===== src/sv/cfp_pkg.sv =====
// ----------------------------------------------------------------------------
// cfp_pkg
// Shared constants and types for the chassis feedback frame parser: frame
// layout, frame IDs, result kinds and the decoded result record.
// ----------------------------------------------------------------------------
package cfp_pkg;

   localparam logic [7:0]  SYNC_BYTE   = 8'hAA;
   localparam logic [3:0]  POS_ID_HI   = 4'd6;
   localparam logic [3:0]  POS_ID_LO   = 4'd7;
   localparam logic [3:0]  POS_PAYLOAD = 4'd8;
   localparam logic [3:0]  POS_LAST    = 4'd15;

   localparam logic [15:0] ID_ODOMETER = 16'h0311;
   localparam logic [15:0] ID_WHEEL_RF = 16'h0250;
   localparam logic [15:0] ID_WHEEL_LR = 16'h0253;
   localparam logic [15:0] ID_CMD_ECHO = 16'h0221;

   localparam logic [1:0]  KIND_ODOM   = 2'd0;
   localparam logic [1:0]  KIND_WHEEL  = 2'd1;
   localparam logic [1:0]  KIND_CMD    = 2'd2;

   typedef struct packed {
      logic        hit;
      logic [1:0]  frame_kind;
      logic [1:0]  wheel;
      logic [31:0] value_a;
      logic [31:0] value_b;
   } result_type;

endpackage


===== src/sv/chassis_feedback_frame_parser_top.sv =====
// ----------------------------------------------------------------------------
// chassis_feedback_frame_parser_top
// Parses 16-byte feedback frames from a serial byte stream and emits one
// decoded odometer, wheel or command echo record per frame with a known ID.
// ----------------------------------------------------------------------------
//  channel | direction | tdata                           | tuser
//  req     | in        | [7:0] rx_byte                   | -
//  rsp     | out       | [31:0] value_a, [63:32] value_b | [1:0] frame_kind, [3:2] wheel
//
//  One byte per cycle while req_tready is high; a byte is parsed in the cycle it is transferred and a
//  result sits in the output register from the next cycle.
//  The output register is the only stage, so req_tready follows rsp_tready
//  whenever a result is held.
//  Reset returns the parser to waiting for sync and empties the output.
// ----------------------------------------------------------------------------
module chassis_feedback_frame_parser_top (
   input  logic        clock,
   input  logic        reset,
   input  logic        req_tvalid,
   output logic        req_tready,
   input  logic [7:0]  req_tdata,   // [7:0] rx_byte
   output logic        rsp_tvalid,
   input  logic        rsp_tready,
   output logic [63:0] rsp_tdata,   // [31:0] value_a, [63:32] value_b
   output logic [3:0]  rsp_tuser    // [1:0] frame_kind, [3:2] wheel
);
   import cfp_pkg::*;

   logic        in_frame_ff, in_frame_in;
   logic [3:0]  pos_ff, pos_in;
   logic [15:0] id_ff, id_in;
   logic [63:0] payload_ff, payload_in;
   logic        rsp_valid_ff, rsp_valid_in;
   result_type  rsp_ff, rsp_in;
   result_type  dec;
   logic        accept;
   logic        frame_end;

   assign req_tready = !rsp_valid_ff || rsp_tready;
   assign accept     = req_tvalid && req_tready;
   assign frame_end  = in_frame_ff && (pos_ff == POS_LAST);

   // Parse state update
   always_comb begin
      in_frame_in = in_frame_ff;
      pos_in      = pos_ff;
      id_in       = id_ff;
      payload_in  = payload_ff;
      if (accept) begin
         if (!in_frame_ff) begin
            if (req_tdata == SYNC_BYTE) begin
               in_frame_in = 1'b1;
               pos_in      = 4'd1;
               id_in       = '0;
               payload_in  = '0;
            end
         end else begin
            if (pos_ff == POS_ID_HI) begin
               id_in = {req_tdata, id_ff[7:0]};
            end else if (pos_ff == POS_ID_LO) begin
               id_in = {id_ff[15:8], req_tdata};
            end else if (pos_ff >= POS_PAYLOAD) begin
               payload_in = {payload_ff[55:0], req_tdata};
            end
            if (frame_end) begin
               in_frame_in = 1'b0;
               pos_in      = '0;
            end else begin
               pos_in = pos_ff + 4'd1;
            end
         end
      end
   end

   // The last byte is always payload, so decode from the shifted-in value
   cfp_decode u_decode (
      .msg_id   (id_ff),
      .payload  ({payload_ff[55:0], req_tdata}),
      .result   (dec)
   );

   always_comb begin
      rsp_valid_in = rsp_valid_ff;
      rsp_in       = rsp_ff;
      if (accept) begin
         rsp_valid_in = frame_end && dec.hit;
         rsp_in       = dec;
      end else if (rsp_tready) begin
         rsp_valid_in = 1'b0;
      end
   end

   always_ff @(posedge clock) begin
      if (reset) begin
         in_frame_ff  <= 1'b0;
         pos_ff       <= '0;
         rsp_valid_ff <= 1'b0;
      end else begin
         in_frame_ff  <= in_frame_in;
         pos_ff       <= pos_in;
         rsp_valid_ff <= rsp_valid_in;
      end
   end

   always_ff @(posedge clock) begin
      id_ff      <= id_in;
      payload_ff <= payload_in;
      rsp_ff     <= rsp_in;
   end

   assign rsp_tvalid = rsp_valid_ff;
   assign rsp_tdata  = {rsp_ff.value_b, rsp_ff.value_a};
   assign rsp_tuser  = {rsp_ff.wheel, rsp_ff.frame_kind};

endmodule


===== src/sv/cfp_decode.sv =====
// ----------------------------------------------------------------------------
// cfp_decode
// Decodes a completed frame from its ID and 8-byte payload into one result
// record; hit is low for an unknown ID.
// ----------------------------------------------------------------------------
module cfp_decode (
   input  logic [15:0]         msg_id,
   input  logic [63:0]         payload,
   output cfp_pkg::result_type result
);
   import cfp_pkg::*;

   logic [31:0] hi_word;
   logic [31:0] lo_word;
   logic [15:0] wheel_ofs;

   assign hi_word   = payload[63:32];
   assign lo_word   = payload[31:0];
   assign wheel_ofs = msg_id - ID_WHEEL_RF;

   always_comb begin
      result = '0;
      if (msg_id == ID_ODOMETER) begin
         result.hit        = 1'b1;
         result.frame_kind = KIND_ODOM;
         result.value_a    = hi_word;
      end else if (msg_id inside {[ID_WHEEL_RF:ID_WHEEL_LR]}) begin
         result.hit        = 1'b1;
         result.frame_kind = KIND_WHEEL;
         result.wheel      = wheel_ofs[1:0];
         result.value_a    = {16'd0, hi_word[31:16]};
         result.value_b    = lo_word;
      end else if (msg_id == ID_CMD_ECHO) begin
         result.hit        = 1'b1;
         result.frame_kind = KIND_CMD;
         result.value_a    = {16'd0, hi_word[31:16]};
         result.value_b    = {16'd0, hi_word[15:0]};
      end
   end

endmodule


===== config.mk =====
export PLATFORM = sky130hd
export DESIGN_NAME = chassis_feedback_frame_parser_top
export DESIGN_NICKNAME = d
export VERILOG_FILES = /design/src/sv/cfp_pkg.sv /design/src/sv/chassis_feedback_frame_parser_top.sv /design/src/sv/cfp_decode.sv
export SDC_FILE = /design/constraint.sdc
export NUM_CORES = 1
export LEC_CHECK = 0
export BUFFER_PORTS_ARGS = -buffer_cell sky130_fd_sc_hd__buf_4
export CELL_PAD_IN_SITES_DETAIL_PLACEMENT = 1
export CELL_PAD_IN_SITES_GLOBAL_PLACEMENT = 1
export CORE_MARGIN = 5
export CORE_UTILIZATION = 47
export DETAILED_ROUTE_END_ITERATION = 12
export PLACE_DENSITY = 0.74
export SYNTH_ARGS = -nofsm -noshare
export SYNTH_HDL_FRONTEND = slang
export SYNTH_SLANG_ARGS = --single-unit

===== constraint.sdc =====
create_clock -name clock -period 6.6 [get_ports clock]
set_input_delay 0.66 -clock clock [delete_from_list [all_inputs] [get_ports clock]]
set_output_delay 0.66 -clock clock [all_outputs]
set_load 0.01 [all_outputs]

==> impl_results.md, run 1 <==
* Status: finished clean
* DIE AREA at 14790 um^2
* Fillers at 1173
* Clock transition at path regs at 60 ps
* Crit path max-delay family: simple AND/OR/NAND/NOR gates
* Core Rows at 40
* Crit-path slowest cell: nor2_2
* Most frequent cells in the layout: edfxtp_1, and2_1, buf_4, clkbuf_16
* Post-synthesis xor/xnor area fraction at 0%
* Worst-skew pair later-pin latency at 420 ps
* # DRC at 0
* Synth top area share at 71.81%
* Internal at 0.001560 W
* Placeable core area at 12110 um^2
* CTS Sinks at 146
* Top cells by area, synth: edfxtp_1, and2_1, a22o_1
* CP Class: flip-flop to flip-flop
* RSZ-0062 raised after global routing: no
* Mean Syn Cell Area at 15.53 um^2
* Final HPWL DP at 8136 um
* Global-route congestion overflow total at 0
* Hold WC Path Type: input port to flip-flop
* FF+latch count, synth at 146
* Final Wtd Congestion at 0.7688
* Routed vias/inst at 5.294
* Largest net degree at the start of global routing at 74
* Ys flop type: edfxtp_1
* Max-Cap Viols at 0
* CP Cell Sequence: or4b_4, or4_1, nor2_2, and2_1
* Synth async-reset ratio at 0%
* Largest family of logic cells by synthesized area: simple AND/OR/NAND/NOR gates
* CTS Hold Bufs at 0
* Max FO, Critical Path at 32
* Final nets at 475
* Worst Skew at 7.000 ps
* PortBufs at 81
* Switching share of power at 20.57%
* Ports at 82
* Pleak at 2.676 nW
* DR WL/cell at 19.89 um
* N_diodes at 0
* Antenna Nets Post-Route at 0
* Via Count at 3399
* CTS Buffer Depth at 2
* Power Density at 273.9 nW/um^2
* Vias in the first global route at 3627
* Syn-to-layout area delta at 22.48%
* Worst path max stage delay at 980 ps
* Yosys top cell by area: edfxtp_1
* DR pass1 iterations at 4
* Chip height at 121.6 um
* Slew at the pin closest to its max-slew limit at 1100 ps
* Clock power share at 45.1%
* Worst Path Buf+Inv at 0
* Synth Area in Compound Gates at 8.634%
* Kind of end point of the critical path: flip-flop
* Final Critical Period at 3229 ps
* Die extent in x at 121.6 um
* Routed Wire Length at 12770 um
* Register area share after synthesis at 73.86%
* Number of enable flip-flop cells after synthesis at 140
* Worst vdd rail ir drop at 0.1241 mV
* # setup viols final at 0
* Hold WS at 434.5 ps
* Initial Utilization at 48.34%
* Required time of the critical path at 6880 ps
* Post-CTS setup buffer count at 0
* Final Hold Vio Count at 0
* Layout cells sized above 1 at 26.16%
* Num CTS Buffers at 17
* Fin. max-slew vios at 0
* Number of DRC markers in iteration 0 at 364
* Synth Instances at 377
* Cell Area, Synth at 5854 um^2
* Slew HR at 26.62%
* Initial antenna violation count at 0
* Period utilisation layout at 48.92%
* Yosys warnings at 0
* Adder-cell share of the synthesized area at 0.4274%
* Post-CTS resize count at 0
* Simple-gate share of the synthesized area at 15.26%
* Multiplexer share of the synthesized area at 0%
* TritonCTS clock tree: built
* Net Switching at 0.0004041 W
* Global-route wire length before repair at 20370 um
* Seq pwr share at 52.2%
* Fin Setup TNS at 0 ps
* Comb pwr share at 2.6%
* Fmax at 309.7 MHz
* Crit path DAT at 3510 ps
* Netlist cell types at 41
* CP Launch Type: flip-flop
* Gr usage total at 18.28%
* Root buffer cell: clkbuf_16
* Max H-tree Level at 4
* Commonest non-fill, non-tap cell in the layout: edfxtp_1
* Syn Nets at 391
[stage by stage]
stage	instance area (um^2)	total power, W	util, %	instances	setup WS (ps)
floorplan	5854	0.001062	-	377	600.3
global placement	6624	0.001097	54.69	610	3526
finish	7171	0.001964	59.20	642	3371
CTS	7171	0.001980	59.20	642	3385
global route	7171	0.002036	59.20	642	3175
detailed placement	6624	0.001099	54.69	610	3435
[logic make-up (layout without fill, tap and decap cells)]
logic type	Yosys count	in the layout
AOI/OAI and AO/OA	69	69
DFF	146	146
adders and majority gates	2	2
and+or+nand+nor	138	138
buffers and inverters	22	119
[cell type report]
type	count	area [um^2]	area share (%)
Sequential cell	146	4325	60.32
Clock inverter	13	113.9	1.588
Inverter	3	11.26	0.1570
Tap cell	168	210.2	2.931
Timing Repair Buffer	84	630.6	8.794
Clock buffer	19	432.9	6.037
Multi-Input combinational cell	209	1446	20.17
[cell usage after synthesis, drive strengths merged (3+ instances only)]
cell     number
a21oi         8
a22o         16
and2        106
buf           7
clkbuf       12
dfxtp         6
edfxtp      140
inv           3
nand2         3
nor2          5
o21ai        17
o2bb2ai      16
or4           3
[worst reg2reg max path: stages, from the launching register on]
cell and delay (ps):
edfxtp_1 360, or4b_4 580, or4_1 900, nor2_2 980
and2_1 270
[flip-flops by register name (all words and copies together) (netlist names)]
signal and count:
id_ff 16, in_frame_ff 1, payload_ff 56, pos_ff 4
rsp_tdata 64, rsp_tuser 4, rsp_tvalid 1
[routing by layer]
layer / wire, um / up-vias / GRT usage [%]
li1: - / 1583 / -
met1: 5857 / 1711 / 24.36
met2: 6095 / 88 / 29.12
met3: 641 / 17 / 5.339
met4: 175 / 0 / 5.812
met5: 0 / - / 0
[power by group through the flow]
| stage | logic (W) | clock network (W) | registers, W |
|---|---|---|---|
| 2_1_floorplan | 0.00000878 | 0 | 0.00105 |
| 3_3_place_gp | 0.0000516 | 0 | 0.00105 |
| 3_5_place_dp | 0.0000528 | 0 | 0.00105 |
| 4_1_cts | 0.0000530 | 0.000900 | 0.00103 |
| 5_1_grt | 0.0000554 | 0.000953 | 0.00103 |
| 6_report | 0.0000519 | 0.000886 | 0.00103 |
[worst paths after layout]
| kind | start | end | slack, ps | cells past startpoint |
|---|---|---|---|---|
| setup / recovery | id_ff[13] | rsp_tdata[20] | 3370 | 4 |
| hold / removal | reset | in_frame_ff | 430 | 2 |
| setup reg to reg | id_ff[13] | rsp_tdata[20] | 3370 | 4 |
| hold reg to reg | pos_ff[3] | pos_ff[3] | 540 | 2 |
Note: power is estimated with default switching activity, not from simulation.
==> inputs of run 2 (changes only) <==
- clock period: 6.6 -> 3 ns (I/O delays scaled with it)
==> run 2 against run 1 <==
  * Clock skew barely moved
  * Utilization is 1.3 points higher
  * Critical path depth increased by 1
  * Clock power grew to 2.5 times the previous value
  * Critical path type unchanged
  * Sequential share of layout area down 1.3 points
  * Largest cell class unchanged
==> impl_results.md, run 2 (synthesized netlist as in run 1, its figures left out) <==
* Max H-tree Level at 4
* Final HPWL DP at 8890 um
* Area after DPL at 6695 um^2
* RSZ-0062 raised after global routing: no
* Fin Setup TNS at 0 ps
* Via Count at 3427
* Critical R2R Capture: rsp_tdata[3]
* Initial antenna violation count at 0
* Core Rows at 40
* Initial Utilization at 48.34%
* Fmax at 375.9 MHz
* # DRC at 0
* DIE AREA at 14790 um^2
* Antenna Nets Post-Route at 0
* Final Wtd Congestion at 0.7677
* Max FO, Critical Path at 18
* Fillers at 1136
* Number of flip-flops in the largest register at 64
* Hold Crit Depth at 2
* PortBufs at 81
* Crit path DAT at 2900 ps
* CP Class: flip-flop to flip-flop
* Power Density at 630.6 nW/um^2
* Ports at 82
* Clock transition at path regs at 60 ps
* Worst Skew at 6.773 ps
* Root buffer cell: clkbuf_16
* Worst-skew pair later-pin latency at 420 ps
* Vias in the first global route at 3645
* Most frequent cells in the layout: edfxtp_1, and2_1, buf_4, clkbuf_16
* Period utilisation layout at 88.67%
* Final nets at 481
* Placeable core area at 12110 um^2
* Worst vdd rail ir drop at 0.3211 mV
* Hold_sp: reset
* CTS Buffer Depth at 2
* Num CTS Buffers at 17
* Routed vias/inst at 5.289
* Commonest non-fill, non-tap cell in the layout: edfxtp_1
* Syn-to-layout area delta at 25.18%
* Number of DRC markers in iteration 0 at 317
* Final Critical Period at 2660 ps
* Status: finished clean
* Fin. max-slew vios at 0
* R2R depth at 5
* CTS Sinks at 146
* DR pass1 iterations at 4
* Post-CTS resize count at 0
* Pleak at 2.764 nW
* Hold WC Path Type: input port to flip-flop
* Slew at the pin closest to its max-slew limit at 779.5 ps
* Global-route congestion overflow total at 0
* Chip height at 121.6 um
* DR WL/cell at 20.78 um
* Kind of end point of the critical path: flip-flop
* Crit Reg-Reg Startpoint: id_ff[13]
* Layout cells sized above 1 at 27.29%
* TritonCTS clock tree: built
* Slew HR at 47.88%
* # setup viols final at 0
* Largest net degree at the start of global routing at 44
* Final Hold Vio Count at 0
* Flop2flop setup slack at 340 ps
* Post-CTS setup buffer count at 0
* Routed Wire Length at 13470 um
* Global-route wire length before repair at 21320 um
* Max-Cap Viols at 0
* CTS Hold Bufs at 0
* Die extent in x at 121.6 um
* Final instance area at 7328 um^2
* N_diodes at 0
* Worst Hold End: rsp_tvalid
* CP Launch Type: flip-flop
* Required time of the critical path at 3240 ps
* Gr usage total at 19.46%
[run 2: area by class of cell]
type	count	area [um^2]	area share, %
Sequential cell	146	4325	59.02
Multi-Input combinational cell	209	1456	19.87
Timing Repair Buffer	90	688.2	9.390
Clock buffer	23	478.0	6.522
Tap cell	168	210.2	2.868
Clock inverter	9	155.1	2.117
Inverter	3	15.01	0.2049
[run 2: power breakdown]
part,switching (W),internal (W),leakage (nW)
Clock,0.000787,0.00146,0.307
Combinational,0.0000663,0.0000523,0.984
Sequential,0.0000114,0.00225,1.47
Total,0.000864,0.00376,2.76
[run 2: how the worst max path moves through the flow]
stage,end,cells after the start,startpoint,slack [ps]
after floorplan,payload_ff[0],5,rsp_tvalid,60
after global placement,payload_ff[54],6,req_tdata[6],560
after detailed placement,rsp_tdata[3],5,id_ff[13],380
after CTS,rsp_tdata[3],5,id_ff[13],320
after global routing,rsp_tdata[1],5,id_ff[13],230
final,rsp_tdata[3],5,id_ff[13],340
[run 2: metrics by stage]
stage	util (%)	setup slack, ps	std cells	hold slack, ps	power, W
after global routing	60.51	231.7	648	82.09	0.004776
final	60.51	339.8	648	89.59	0.004621
after CTS	60.51	318.1	648	74.92	0.004650
after floorplan	-	63.11	377	369.1	0.002337
after global placement	55.28	559.4	616	502.3	0.002415
after detailed placement	55.28	383.0	616	516.4	0.002420
[run 2: critical path: stages (launching register included)]
cell,delay [ps]
edfxtp_1,380
or4b_4,580
or4_1,610
buf_4,240
o21ba_1,390
o2bb2ai_1,280
[run 2: routing by layer]
layer	wire length [um]	global-route usage [%]	vias to the layer above
met1	5952	25.08	1731
met5	0	0	-
met2	6870	32.78	76
met4	123	5.462	0
met3	520	5.060	14
li1	-	-	1606
==> inputs of run 3 (changes only) <==
- CORE_UTILIZATION: 47 -> 48
- PLACE_DENSITY: 0.74 -> 0.75
- SYNTH_HIERARCHICAL: not set -> 1
==> run 3 against run 2 <==
  * Critical path depth unchanged
  * Worst hold slack better by 21 ps
  * Via count is 1.8% lower
  * Synthesized cell count is 4.5% lower
  * First-iteration DRC count is 2.2% higher
  * Total power down 0.48%
  * Cell count is 2.2% lower
  * Final area increased by 0.26%
  * Utilization is 0.41 points higher
  * Non-clock buffer count is 2 higher
  * Synthesized area rose by 1.1%
  * Combinational power about the same
==> impl_results.md, run 3 <==
* Pleak at 2.742 nW
* Final nets at 467
* Number of enable flip-flop cells after synthesis at 140
* Clock transition at path regs at 60 ps
* Pwr Total at 0.004599 W
* # DRC at 0
* Register area share after synthesis at 73.03%
* Netlist cell types at 48
* Final Hold Vio Count at 0
* Placed cell count at 602
* RSZ-0062 raised after global routing: no
* Slew HR at 53.91%
* Ys flop type: edfxtp_1
* Vias in the first global route at 3554
* Fmax at 473.0 MHz
* Synth Instances at 360
* Cell Area, Synth at 5921 um^2
* Most frequent cells in the layout: edfxtp_1, and2_1, buf_4, clkbuf_16, a32o_1
* Yosys top cell by area: edfxtp_1
* Global-route congestion overflow total at 0
* Hold Crit Depth at 2
* R2R depth at 5
* Layout Utilization at 60.91%
* N_diodes at 0
* Critical R2R Capture: rsp_tdata[41]
* Initial Utilization at 49.09%
* Max FO, Critical Path at 22
* Placeable core area at 12060 um^2
* Final HPWL DP at 8090 um
* # setup viols final at 0
* Num CTS Buffers at 17
* Crit path DAT at 2390 ps
* Largest family of logic cells by synthesized area: simple AND/OR/NAND/NOR gates
* Number of DRC markers in iteration 0 at 324
* Status: finished clean
* Flop2flop setup slack at 890 ps
* Die extent in x at 121.1 um
* Synth Area in Compound Gates at 7.270%
* Required time of the critical path at 3280 ps
* Synth top area share at 71.01%
* Top cells by area, synth: edfxtp_1, and2_1, a32o_1
* Worst Skew at 6.042 ps
* Non-filler cells, final at 634
* Final Wtd Congestion at 0.7490
* CP Class: flip-flop to flip-flop
* Antenna Nets Post-Route at 0
* Syn Nets at 374
* Layout cells sized above 1 at 31.97%
* Max H-tree Level at 4
* Routed vias/inst at 5.306
* Count leader, synth: edfxtp_1
* Adder-cell share of the synthesized area at 0.4227%
* Synth async-reset ratio at 0%
* Max-Cap Viols at 0
* FF+latch count, synth at 146
* DR pass1 iterations at 4
* Kind of end point of the critical path: flip-flop
* CTS Hold Bufs at 0
* Via Count at 3364
* Worst-skew pair later-pin latency at 410 ps
* Initial antenna violation count at 0
* Period utilisation layout at 70.47%
* Synth top cells by count: edfxtp_1, and2_1, a32o_1, a22o_1, clkbuf_1
* Root buffer cell: clkbuf_16
* CTS Sinks at 146
* Commonest non-fill, non-tap cell in the layout: edfxtp_1
* Routed Wire Length at 13100 um
* Post-synthesis xor/xnor area fraction at 0%
* Multiplexer share of the synthesized area at 0%
* Yosys warnings at 6
* Final Critical Period at 2114 ps
* Crit Reg-Reg Startpoint: id_ff[5]
* DIE AREA at 14660 um^2
* Fin Setup TNS at 0 ps
* DR WL/cell at 20.66 um
* Largest net degree at the start of global routing at 57
* Global-route wire length before repair at 20590 um
* Post-CTS resize count at 0
* CTS Buffer Depth at 2
* Worst vdd rail ir drop at 0.3750 mV
* Syn-to-layout area delta at 24.09%
* Gr usage total at 18.85%
* Post-CTS setup buffer count at 0
* Mean Syn Cell Area at 16.45 um^2
* Slew at the pin closest to its max-slew limit at 689.9 ps
* Power Density at 625.9 nW/um^2
* PortBufs at 81
* Chip height at 121.1 um
* Worst Hold End: in_frame_ff
* Core Rows at 40
* Ports at 82
* Hold_sp: reset
* TritonCTS clock tree: built
* Hold WC Path Type: input port to flip-flop
* Number of flip-flops in the largest register at 64
* Simple-gate share of the synthesized area at 17.05%
* CP Launch Type: flip-flop
* Fin. max-slew vios at 0
* Fillers at 1131
[run 3: changes by cell type in the layout (fill, tap and decap cells not counted), sizes merged, moves of 3 or more]
| cell | change |
|---|---|
| a32o | +16 |
| o2bb2ai | -16 |
| o21ai | -15 |
| clkbuf | -4 |
| nor2 | -4 |
| nor4 | +4 |
| a21oi | -3 |
| nand2 | +3 |
| nand2b | +3 |
| or4b | +3 |
[run 3: worst max-delay path by stage]
stage	startpoint	to	slack [ps]	depth (start not counted)
final	id_ff[5]	rsp_tdata[41]	890	5
after global routing	id_ff[5]	rsp_tdata[41]	770	5
after CTS	id_ff[5]	rsp_tdata[47]	870	5
after detailed placement	req_tdata[2]	id_ff[8]	860	5
after global placement	id_ff[5]	rsp_tdata[33]	970	5
after floorplan	req_tdata[2]	payload_ff[0]	30	4
[run 3: layout make-up]
class | count | area [um^2] | share of cell area [%]
multi-input combinational | 193 | 1476 | 20.10
inverter | 3 | 15.01 | 0.2044
timing repair buffer | 92 | 703.2 | 9.571
sequential | 146 | 4325 | 58.87
clock buffer | 19 | 432.9 | 5.892
clock inverter | 13 | 183.9 | 2.503
tap | 168 | 210.2 | 2.861
[run 3: power by group]
group          switching [W]  total (W)  internal, W
Clock               0.000825    0.00222      0.00139
Sequential         0.0000130    0.00226      0.00225
Combinational      0.0000685   0.000122    0.0000538
[run 3: through the flow]
step | hold WS, ps | area [um^2] | setup slack, ps
after floorplan | 469.1 | 5928 | 29.02
after global placement | 521.2 | 6730 | 969.3
after detailed placement | 516.5 | 6730 | 860.0
after CTS | 96.63 | 7347 | 873.4
after global routing | 104.2 | 7347 | 767.8
final | 110.9 | 7347 | 886.0
[run 3: layer usage]
metal | GRT usage (%) | vias up | share of wire [%]
met5 | 0 | - | 0
met4 | 5.737 | 0 | 1.2
met3 | 5.128 | 18 | 5.8
met2 | 29.91 | 102 | 49
met1 | 25.47 | 1691 | 44
li1 | - | 1553 | -
[run 3: kinds of logic (layout without fill, tap and decap cells)]
group                      Yosys count  in the layout
DFF                                146            146
AOI/OAI and AO/OA                   49             49
adders and majority gates            2              2
and+or+nand+nor                    142            142
buffers and inverters               21            127
[run 3: critical path, cell delays in order (launching register included)]
cell	delay (ps)
edfxtp_1	390
or4b_4	600
nor4_4	280
buf_4	230
buf_4	280
a22o_1	200
